$ cat src/rtl/ycq_pkg.sv
`timescale 1ns / 1ps
`default_nettype none

package ycq_pkg;

    // Fixed-point constants of the conversion.
    localparam int LUMA_GAIN  = 76309;
    localparam int ROUND_HALF = 32768;
    localparam int CHROMA_MID = 128;
    localparam int LUMA_BLACK = 16;

    // Signed width that holds every product and every channel sum.
    localparam int SUM_W = 28;

    // Matrix coefficient codes of the selection register.
    localparam logic [2:0] MC_FORBIDDEN   = 3'd0;
    localparam logic [2:0] MC_BT709       = 3'd1;
    localparam logic [2:0] MC_UNSPECIFIED = 3'd2;
    localparam logic [2:0] MC_RESERVED    = 3'd3;
    localparam logic [2:0] MC_FCC         = 3'd4;
    localparam logic [2:0] MC_BT470BG     = 3'd5;
    localparam logic [2:0] MC_SMPTE170M   = 3'd6;
    localparam logic [2:0] MC_SMPTE240M   = 3'd7;

    typedef logic [17:0] t_coef;
    typedef logic signed [SUM_W-1:0] t_sum;

    typedef struct packed {
        t_coef crv;
        t_coef cbu;
        t_coef cgu;
        t_coef cgv;
    } t_coef_set;

    // Registered chroma products shared by the four pixel lanes.
    typedef struct packed {
        t_sum r_term;
        t_sum b_term;
        t_sum gu_term;
        t_sum gv_term;
    } t_chroma_terms;

    // Coefficient set for a matrix code.
    function automatic t_coef_set coef_lookup(input logic [2:0] sel);
        t_coef_set c;
        unique case (sel) inside
            MC_FORBIDDEN, MC_BT709: begin
                c = '{crv: 18'd117504, cbu: 18'd138453, cgu: 18'd13954, cgv: 18'd34903};
            end
            MC_UNSPECIFIED, MC_RESERVED, MC_BT470BG, MC_SMPTE170M: begin
                c = '{crv: 18'd104597, cbu: 18'd132201, cgu: 18'd25675, cgv: 18'd53279};
            end
            MC_FCC: begin
                c = '{crv: 18'd104448, cbu: 18'd132798, cgu: 18'd24759, cgv: 18'd53109};
            end
            default: begin
                c = '{crv: 18'd117579, cbu: 18'd136230, cgu: 18'd16907, cgv: 18'd35559};
            end
        endcase
        return c;
    endfunction

    // Floor shift by 16 with clamp to 0..255.
    function automatic logic [7:0] shift_clamp(input t_sum v);
        logic signed [SUM_W-17:0] q;
        logic [7:0]               res;
        q = v[SUM_W-1:16];
        if (q < 0) begin
            res = 8'd0;
        end else if (q > 255) begin
            res = 8'd255;
        end else begin
            res = q[7:0];
        end
        return res;
    endfunction

endpackage

`default_nettype wire

$ cat src/rtl/ycq_chroma.sv
`timescale 1ns / 1ps
`default_nettype none

module ycq_chroma (
    input  wire logic                     i_clk,
    input  wire logic                     i_load,
    input  wire logic [2:0]               i_matrix_select,
    input  wire logic [7:0]               i_chroma_blue,
    input  wire logic [7:0]               i_chroma_red,
    output ycq_pkg::t_chroma_terms        o_terms
);

    ycq_pkg::t_coef_set     coef;
    logic signed [8:0]      u;
    logic signed [8:0]      v;
    ycq_pkg::t_chroma_terms n_terms;
    ycq_pkg::t_chroma_terms r_terms;

    // Remove the chroma offset and pick the coefficients.
    assign coef = ycq_pkg::coef_lookup(i_matrix_select);
    assign u    = $signed({1'b0, i_chroma_blue}) - 9'(ycq_pkg::CHROMA_MID);
    assign v    = $signed({1'b0, i_chroma_red}) - 9'(ycq_pkg::CHROMA_MID);

    // One multiplier per coefficient, 19 x 9 bits signed.
    always_comb begin
        n_terms.r_term  = ycq_pkg::t_sum'({1'b0, coef.crv}) * ycq_pkg::t_sum'(v);
        n_terms.b_term  = ycq_pkg::t_sum'({1'b0, coef.cbu}) * ycq_pkg::t_sum'(u);
        n_terms.gu_term = ycq_pkg::t_sum'({1'b0, coef.cgu}) * ycq_pkg::t_sum'(u);
        n_terms.gv_term = ycq_pkg::t_sum'({1'b0, coef.cgv}) * ycq_pkg::t_sum'(v);
    end

    always_ff @(posedge i_clk) begin
        if (i_load) begin
            r_terms <= n_terms;
        end
    end

    assign o_terms = r_terms;

endmodule

`default_nettype wire

$ cat src/rtl/ycq_lane.sv
`timescale 1ns / 1ps
`default_nettype none

module ycq_lane (
    input  wire logic                     i_clk,
    input  wire logic                     i_load,
    input  wire logic [7:0]               i_luma,
    input  wire ycq_pkg::t_chroma_terms   i_terms,
    output logic [23:0]                   o_pixel
);

    logic signed [8:0] luma_ofs;
    ycq_pkg::t_sum     n_yk;
    ycq_pkg::t_sum     r_yk;
    ycq_pkg::t_sum     red_sum;
    ycq_pkg::t_sum     green_sum;
    ycq_pkg::t_sum     blue_sum;

    // Scaled luma, registered after the multiplier.
    assign luma_ofs = $signed({1'b0, i_luma}) - 9'(ycq_pkg::LUMA_BLACK);
    assign n_yk     = ycq_pkg::t_sum'(ycq_pkg::LUMA_GAIN) * ycq_pkg::t_sum'(luma_ofs);

    always_ff @(posedge i_clk) begin
        if (i_load) begin
            r_yk <= n_yk;
        end
    end

    // Channel sums; green and blue carry the rounding offset.
    assign red_sum   = r_yk + i_terms.r_term;
    assign green_sum = r_yk - i_terms.gu_term - i_terms.gv_term
                       + ycq_pkg::SUM_W'(ycq_pkg::ROUND_HALF);
    assign blue_sum  = r_yk + i_terms.b_term + ycq_pkg::SUM_W'(ycq_pkg::ROUND_HALF);

    assign o_pixel = {ycq_pkg::shift_clamp(blue_sum),
                      ycq_pkg::shift_clamp(green_sum),
                      ycq_pkg::shift_clamp(red_sum)};

endmodule

`default_nettype wire

$ cat src/rtl/ycbcr420_quad_to_rgb_core.sv
`timescale 1ns / 1ps
`default_nettype none

// Converts one 2x2 block of 4:2:0 video per beat into four packed RGB pixels.
// Input stream: s_axis_tdata carries four luma samples and the shared Cb/Cr
// pair; output stream: m_axis_tdata carries four pixels, each packed as
// blue 23:16, green 15:8, red 7:0.
// Configuration channel: a beat on i_cfg_valid writes the 3-bit matrix
// code; o_cfg_ready is always high. Write it only while the block is idle.
// On the way from an input beat to its output beat, the first stage holds
// the luma and chroma products, the second the packed pixels.
// Throughput is one block per cycle while the receiver takes every beat;
// four pixel lanes share one set of chroma multipliers.
// Reset clears both valid stages and sets the matrix code to Rec.709.
// When the receiver stalls, the output beat is held, the first stage can
// still take one more block, and s_axis_tready drops only when both stages
// are full.
module ycbcr420_quad_to_rgb_core (
    input  wire logic        i_clk,
    input  wire logic        i_rst_n,
    input  wire logic        i_cfg_valid,
    output logic             o_cfg_ready,
    input  wire logic [2:0]  i_cfg_data,
    input  wire logic        s_axis_tvalid,
    output logic             s_axis_tready,
    // luma_top_left, luma_top_right, luma_bottom_left, luma_bottom_right,
    // chroma_blue, chroma_red (8 bits each, lowest first)
    input  wire logic [47:0] s_axis_tdata,
    output logic             m_axis_tvalid,
    input  wire logic        m_axis_tready,
    // rgb_top_left, rgb_top_right, rgb_bottom_left, rgb_bottom_right
    // (24 bits each, lowest first)
    output logic [95:0]      m_axis_tdata
);

    logic [2:0]              r_matrix_select;
    logic                    r_valid1;
    logic                    r_valid2;
    logic                    load1;
    logic                    load2;
    logic                    in_beat;
    logic [95:0]             lane_pixels;
    logic [95:0]             r_out_data;
    ycq_pkg::t_chroma_terms  terms;

    // Stage enables: a stage moves when it is empty or the next one moves.
    assign load2         = !r_valid2 || m_axis_tready;
    assign load1         = !r_valid1 || load2;
    assign s_axis_tready = load1;
    assign in_beat       = s_axis_tvalid && load1;

    // Matrix code register.
    assign o_cfg_ready = 1'b1;

    always_ff @(posedge i_clk) begin
        if (!i_rst_n) begin
            r_matrix_select <= ycq_pkg::MC_BT709;
        end else if (i_cfg_valid) begin
            r_matrix_select <= i_cfg_data;
        end
    end

    // Valid bits of the two stages.
    always_ff @(posedge i_clk) begin
        if (!i_rst_n) begin
            r_valid1 <= 1'b0;
            r_valid2 <= 1'b0;
        end else begin
            if (load1) begin
                r_valid1 <= in_beat;
            end
            if (load2) begin
                r_valid2 <= r_valid1;
            end
        end
    end

    // Shared chroma products.
    ycq_chroma u_chroma (
        .i_clk           (i_clk),
        .i_load          (load1),
        .i_matrix_select (r_matrix_select),
        .i_chroma_blue   (s_axis_tdata[39:32]),
        .i_chroma_red    (s_axis_tdata[47:40]),
        .o_terms         (terms)
    );

    // One lane per luma sample.
    for (genvar k = 0; k < 4; k++) begin : g_lane
        ycq_lane u_lane (
            .i_clk   (i_clk),
            .i_load  (load1),
            .i_luma  (s_axis_tdata[8*k +: 8]),
            .i_terms (terms),
            .o_pixel (lane_pixels[24*k +: 24])
        );
    end

    // Merge the lane pixels into the output register.
    always_ff @(posedge i_clk) begin
        if (load2) begin
            r_out_data <= lane_pixels;
        end
    end

    assign m_axis_tvalid = r_valid2;
    assign m_axis_tdata  = r_out_data;

endmodule

`default_nettype wire

$ cat config.mk
export PLATFORM = sky130hd
export DESIGN_NAME = ycbcr420_quad_to_rgb_core
export DESIGN_NICKNAME = d
export VERILOG_FILES = /design/src/rtl/ycq_pkg.sv /design/src/rtl/ycq_chroma.sv /design/src/rtl/ycq_lane.sv /design/src/rtl/ycbcr420_quad_to_rgb_core.sv
export SDC_FILE = /design/constraint.sdc
export NUM_CORES = 2
export LEC_CHECK = 0
export BUFFER_PORTS_ARGS = -buffer_cell sky130_fd_sc_hd__buf_2
export CAP_MARGIN = 10
export CORE_ASPECT_RATIO = 0.75
export CORE_MARGIN = 2
export CORE_UTILIZATION = 65
export DETAILED_ROUTE_END_ITERATION = 7
export PLACE_DENSITY = 0.84
export SYNTH_ARGS = -nofsm -noshare
export SYNTH_HDL_FRONTEND = slang
export SYNTH_SLANG_ARGS = --single-unit
$ cat constraint.sdc
create_clock -name i_clk -period 9.5 [get_ports i_clk]
set_input_delay 1.425 -clock i_clk [delete_from_list [all_inputs] [get_ports i_clk]]
set_output_delay 1.425 -clock i_clk [all_outputs]
set_load 0.005 [all_outputs]
After elaboration in Yosys (flattened, before gate mapping)
Index checks and enable logic that the tools add are counted.
Widths: inputs -> output; s select.
- $add $sub $neg: 30
- $mul: 8
- divide/modulo/power cells: 0
- $lt $le $gt $ge: 24
- equality and inequality tests: 6
- shift operators: 0
- muxes and demuxes: 13
- bitwise gates (word level): 0
- reductions and logical operators: 8
- operator list (kind ; number):
    $add 28x17->28 const B ; 8
    $add 28x28->28 ; 8
    $sub 28x28->28 ; 8
    $pmux 69 s3 ; 1
    $gt 12x9->1 const B ; 12
    $lt 12x1->1 const B ; 12
    $mul 18x9->27 const A ; 4
    $mux 8 ; 12
    $mul 19x9->28 ; 3
    $sub 8x5->9 const B ; 4
    $mul 18x9->27 ; 1
    $sub 8x8->9 const B ; 2
    $eq 3x3->1 const B ; 3
    $eq 3x2->1 const B ; 2
    $reduce_or 4->1 ; 1
    $eq 3x1->1 const B ; 1
    $logic_not 3->1 ; 1
    $logic_not 1->1 ; 2
    $logic_or 1x1->1 ; 2
    $reduce_or 2->1 ; 1
    $logic_and 1x1->1 ; 1
- register bits: 325
- bits in latches: 0
- bits in writable memories: 0
- memory bits (read-only): 0
- bits of input ports: 56
- output and inout port bits: 99
- word-level logic and storage cells: 112
- memories kept: 0

Depth between registers and ports, before layout
- depth after elaboration: 5
- depth in mapped cells: 30
- mapped depth without buffers: 28

Modules after synthesis
A second synthesis with hierarchy kept.
- cell total of the unflattened synthesis: 5203
- area, all modules: 51819.7 um2
- modules (own cells, without submodules) (module ; times used ; cells an instance ; area each (um2) ; sequential area each (um2)):
    ycq_chroma ; 1 ; 1950 ; 19723.9 ; 3333.2
    ycq_lane (g_lane[2].u_lane) ; 1 ; 826 ; 7402.1 ; 810.8
    ycq_lane (g_lane[3].u_lane) ; 1 ; 782 ; 7303.3 ; 810.8
    ycq_lane (g_lane[1].u_lane) ; 1 ; 773 ; 7220.7 ; 810.8
    ycq_lane (g_lane[0].u_lane) ; 1 ; 756 ; 7093.1 ; 810.8
    ycbcr420_quad_to_rgb_core ; 1 ; 116 ; 3076.7 ; 2982.9

Worst setup path after synthesis
No wires, ideal clock.
- kind: in2out
- from: input port m_axis_tready
- to: output port s_axis_tready
- arrival time: 6.108 ns
- data required time: 8.075 ns
- slack: 1.967 ns
- cell stages on the path: 2
- buffers on the path: 0
- cells stage by stage: nor2b_1 nand2_1
- cells in the longest elaborated chain, start to end: 2
- ends and longest elaborated chain (item ; line ; source):
    start, declared ; ycbcr420_quad_to_rgb_core.sv:30 ; input wire logic m_axis_tready,
    $logic_or 1x1->1 ; ycbcr420_quad_to_rgb_core.sv:47 ; assign load2 = !r_valid2 || m_axis_tready;
    $logic_or 1x1->1 ; ycbcr420_quad_to_rgb_core.sv:48 ; assign load1 = !r_valid1 || load2;
    end, declared ; ycbcr420_quad_to_rgb_core.sv:25 ; output logic s_axis_tready,
Every way passes these cells.

==> impl_results.md <==
* YS warnings at 0
* Clock tree buffer depth at 3
* 1st-iter DRT viols at 3750
* Largest net degree at the start of global routing at 89
* Root Buffer: clkbuf_16
* FMAX at 0.116 GHz
* CTS Buf Count at 37
* Post-synth EDFFs at 315
* Post-route clock period utilization at 90.5%
* Cells after Synth at 4839
* Layout cells sized above 1 at 5.73%
* Final-report hold violation count at 0
* RSZ-0062 raised after global routing: false
* Die area at 78700 µm²
* Hold Path Class: reg -> reg
* DIE WIDTH at 323 µm
* Rel. slew slack at 23.0%
* Number of synthesized register bits at 320
* DP Cell Count at 6004
* WP data required at 9820 ps
* Max H-tree Level at 2
* Worst-Skew Late Latency at 590 ps
* DR pass1 iterations at 6
* First-pass GRT wire length at 214000 µm
* Total global routing track utilization at 35.8%
* Number of global-route vias before repair at 37800
* Fin cells at 6072
* CTS tree: done
* Starting Density at 65.9%
* Kind of start point of the critical path: register
* Tightest Pin Transition at 1160 ps
* Mean Syn Cell Area at 10.3 µm²
* Final setup fails at 0
* CORE AREA at 75400 µm²
* Post-cts resize count at 0
* Most frequent cells in the layout: ha_1 (1185), inv_1 (838), fa_1 (494)
* Maxcap violations at 0
* Outcome: complete, no violations
* Post-CTS Hold Buffers at 0
* Residual DRC count at 0
* Post-CTS Setup Inserts at 0
* Final HPWL DP at 117000 µm
* Crit-path slowest cell: nor2_1
* Avg Vias per Cell at 6.16
* IO Count at 155
* Number of port buffers at 153
* Initial antenna violation count at 7
* CP peak stage delay at 890 ps
* Netlist cell types at 95
* Async set or reset register ratio after synthesis at 0%
* Routability cong. at 1.04
* Post-DRT Antenna Nets at 0
* Final WL at 138000 µm
* Commonest non-fill, non-tap cell in the layout: ha_1
* Setup TNS at 0 ps
* WS Path Type: reg -> reg
* Via count at 37400
* Fin. max-slew vios at 0
* Rows at 87
* CTS sink count at 320
* Die Y at 244 µm
* Clock-pin slew on the worst setup and hold paths at 60 ps
* Area Growth Syn to Fin at 6.65%
* Worst Path Arrival at 8920 ps
* Seq/Total Area, Yosys at 19.2%
* Most frequent cell on the critical path: inv_1
* CP Capture Type: register
* Nets@finish at 6755
* Grt ovf at 0
* Synthesized cell area at 49700 µm²
* Fin Clk Skew at 39.4 ps
* Post-synth top flop: edfxtp_1
* DR WL/cell at 22.8 µm
* Tmin final at 8600 ps
* Worst Path Max Fanout at 28
final timing paths:
path | slack, ps | end | cells past startpoint | startpoint
min reg2reg | 550 | m_axis_tvalid$_SDFFE_PN0P_ | 1 | r_valid1$_SDFFE_PN0N_
max reg2reg | 900 | u_chroma.o_terms[25]$_DFFE_PN_ | 28 | r_matrix_select[1]$_SDFFE_PN0P_
max | 900 | u_chroma.o_terms[25]$_DFFE_PN_ | 28 | r_matrix_select[1]$_SDFFE_PN0P_
min | 550 | m_axis_tvalid$_SDFFE_PN0P_ | 1 | r_valid1$_SDFFE_PN0N_
area by class of cell:
cell class / instances / area (µm²)
Inverter: 843 / 3170
Timing Repair Buffer: 173 / 916
Tap cell: 1023 / 1280
Sequential cell: 320 / 9560
Clock inverter: 18 / 230
Antenna cell: 3 / 7.51
Clock buffer: 47 / 985
Multi-Input combinational cell: 3645 / 36900
Fill cell: 5401 / 22400
Yosys cell counts (all sizes together) (82+ instances only):
master | n | share of area (%)
o21ai | 127 | 1.3
a21oi | 284 | 2.9
ha | 1185 | 30
nor2 | 255 | 1.9
xnor2 | 192 | 3.4
nand2 | 176 | 1.3
edfxtp | 315 | 19
a21o | 110 | 1.7
o21a | 82 | 1.2
inv | 839 | 6.3
fa | 494 | 20
metrics by stage:
stage,instance area [µm²],hold WS (ps),setup slack [ps],utilization [%]
floorplan,49700,463,1970,-
global placement,51800,540,1450,68.7
detailed placement,51800,542,1110,68.7
CTS,53000,557,1090,70.3
global route,53000,583,524,70.3
finish,53000,555,905,70.3
sequential cells by signal, indices dropped and copies added (netlist names):
name,cells
u_chroma.o_terms,111
g_lane.u_lane.r_yk,108
m_axis_tdata,96
r_matrix_select,3
m_axis_tvalid,1
r_valid1,1
logic make-up after synthesis:
family	after synthesis	synth area share (%)
AOI/OAI and AO/OA	855	11.4
buffers and inverters	875	6.61
DFF	320	19.2
and+or+nand+nor	840	8.25
xor gates and xnor gates	258	4.56
muxes	10	0.204
adders and majority gates	1679	49.7
other	2	0.0151
metal layers:
layer  up-vias  GRT usage [%]  share of wire (%)
met3       288           10.4                 12
met5         -              0              0.040
met2      1842           53.0                 42
met4         6           12.1                3.7
li1      17200              -                  -
met1     18100           50.3                 42
critical path: cells and delay by family (launching register included):
family / cells / cell delay (ps)
and+or+nand+nor: 8 / 3110
adders and majority gates: 7 / 2610
AOI/OAI and AO/OA: 6 / 1400
buffers and inverters: 6 / 590
DFF: 1 / 480
xor gates and xnor gates: 1 / 100
Power is left out: the tool's default activity adds up to more than one toggle a clock period on the data nets, which glitch-free logic cannot reach.
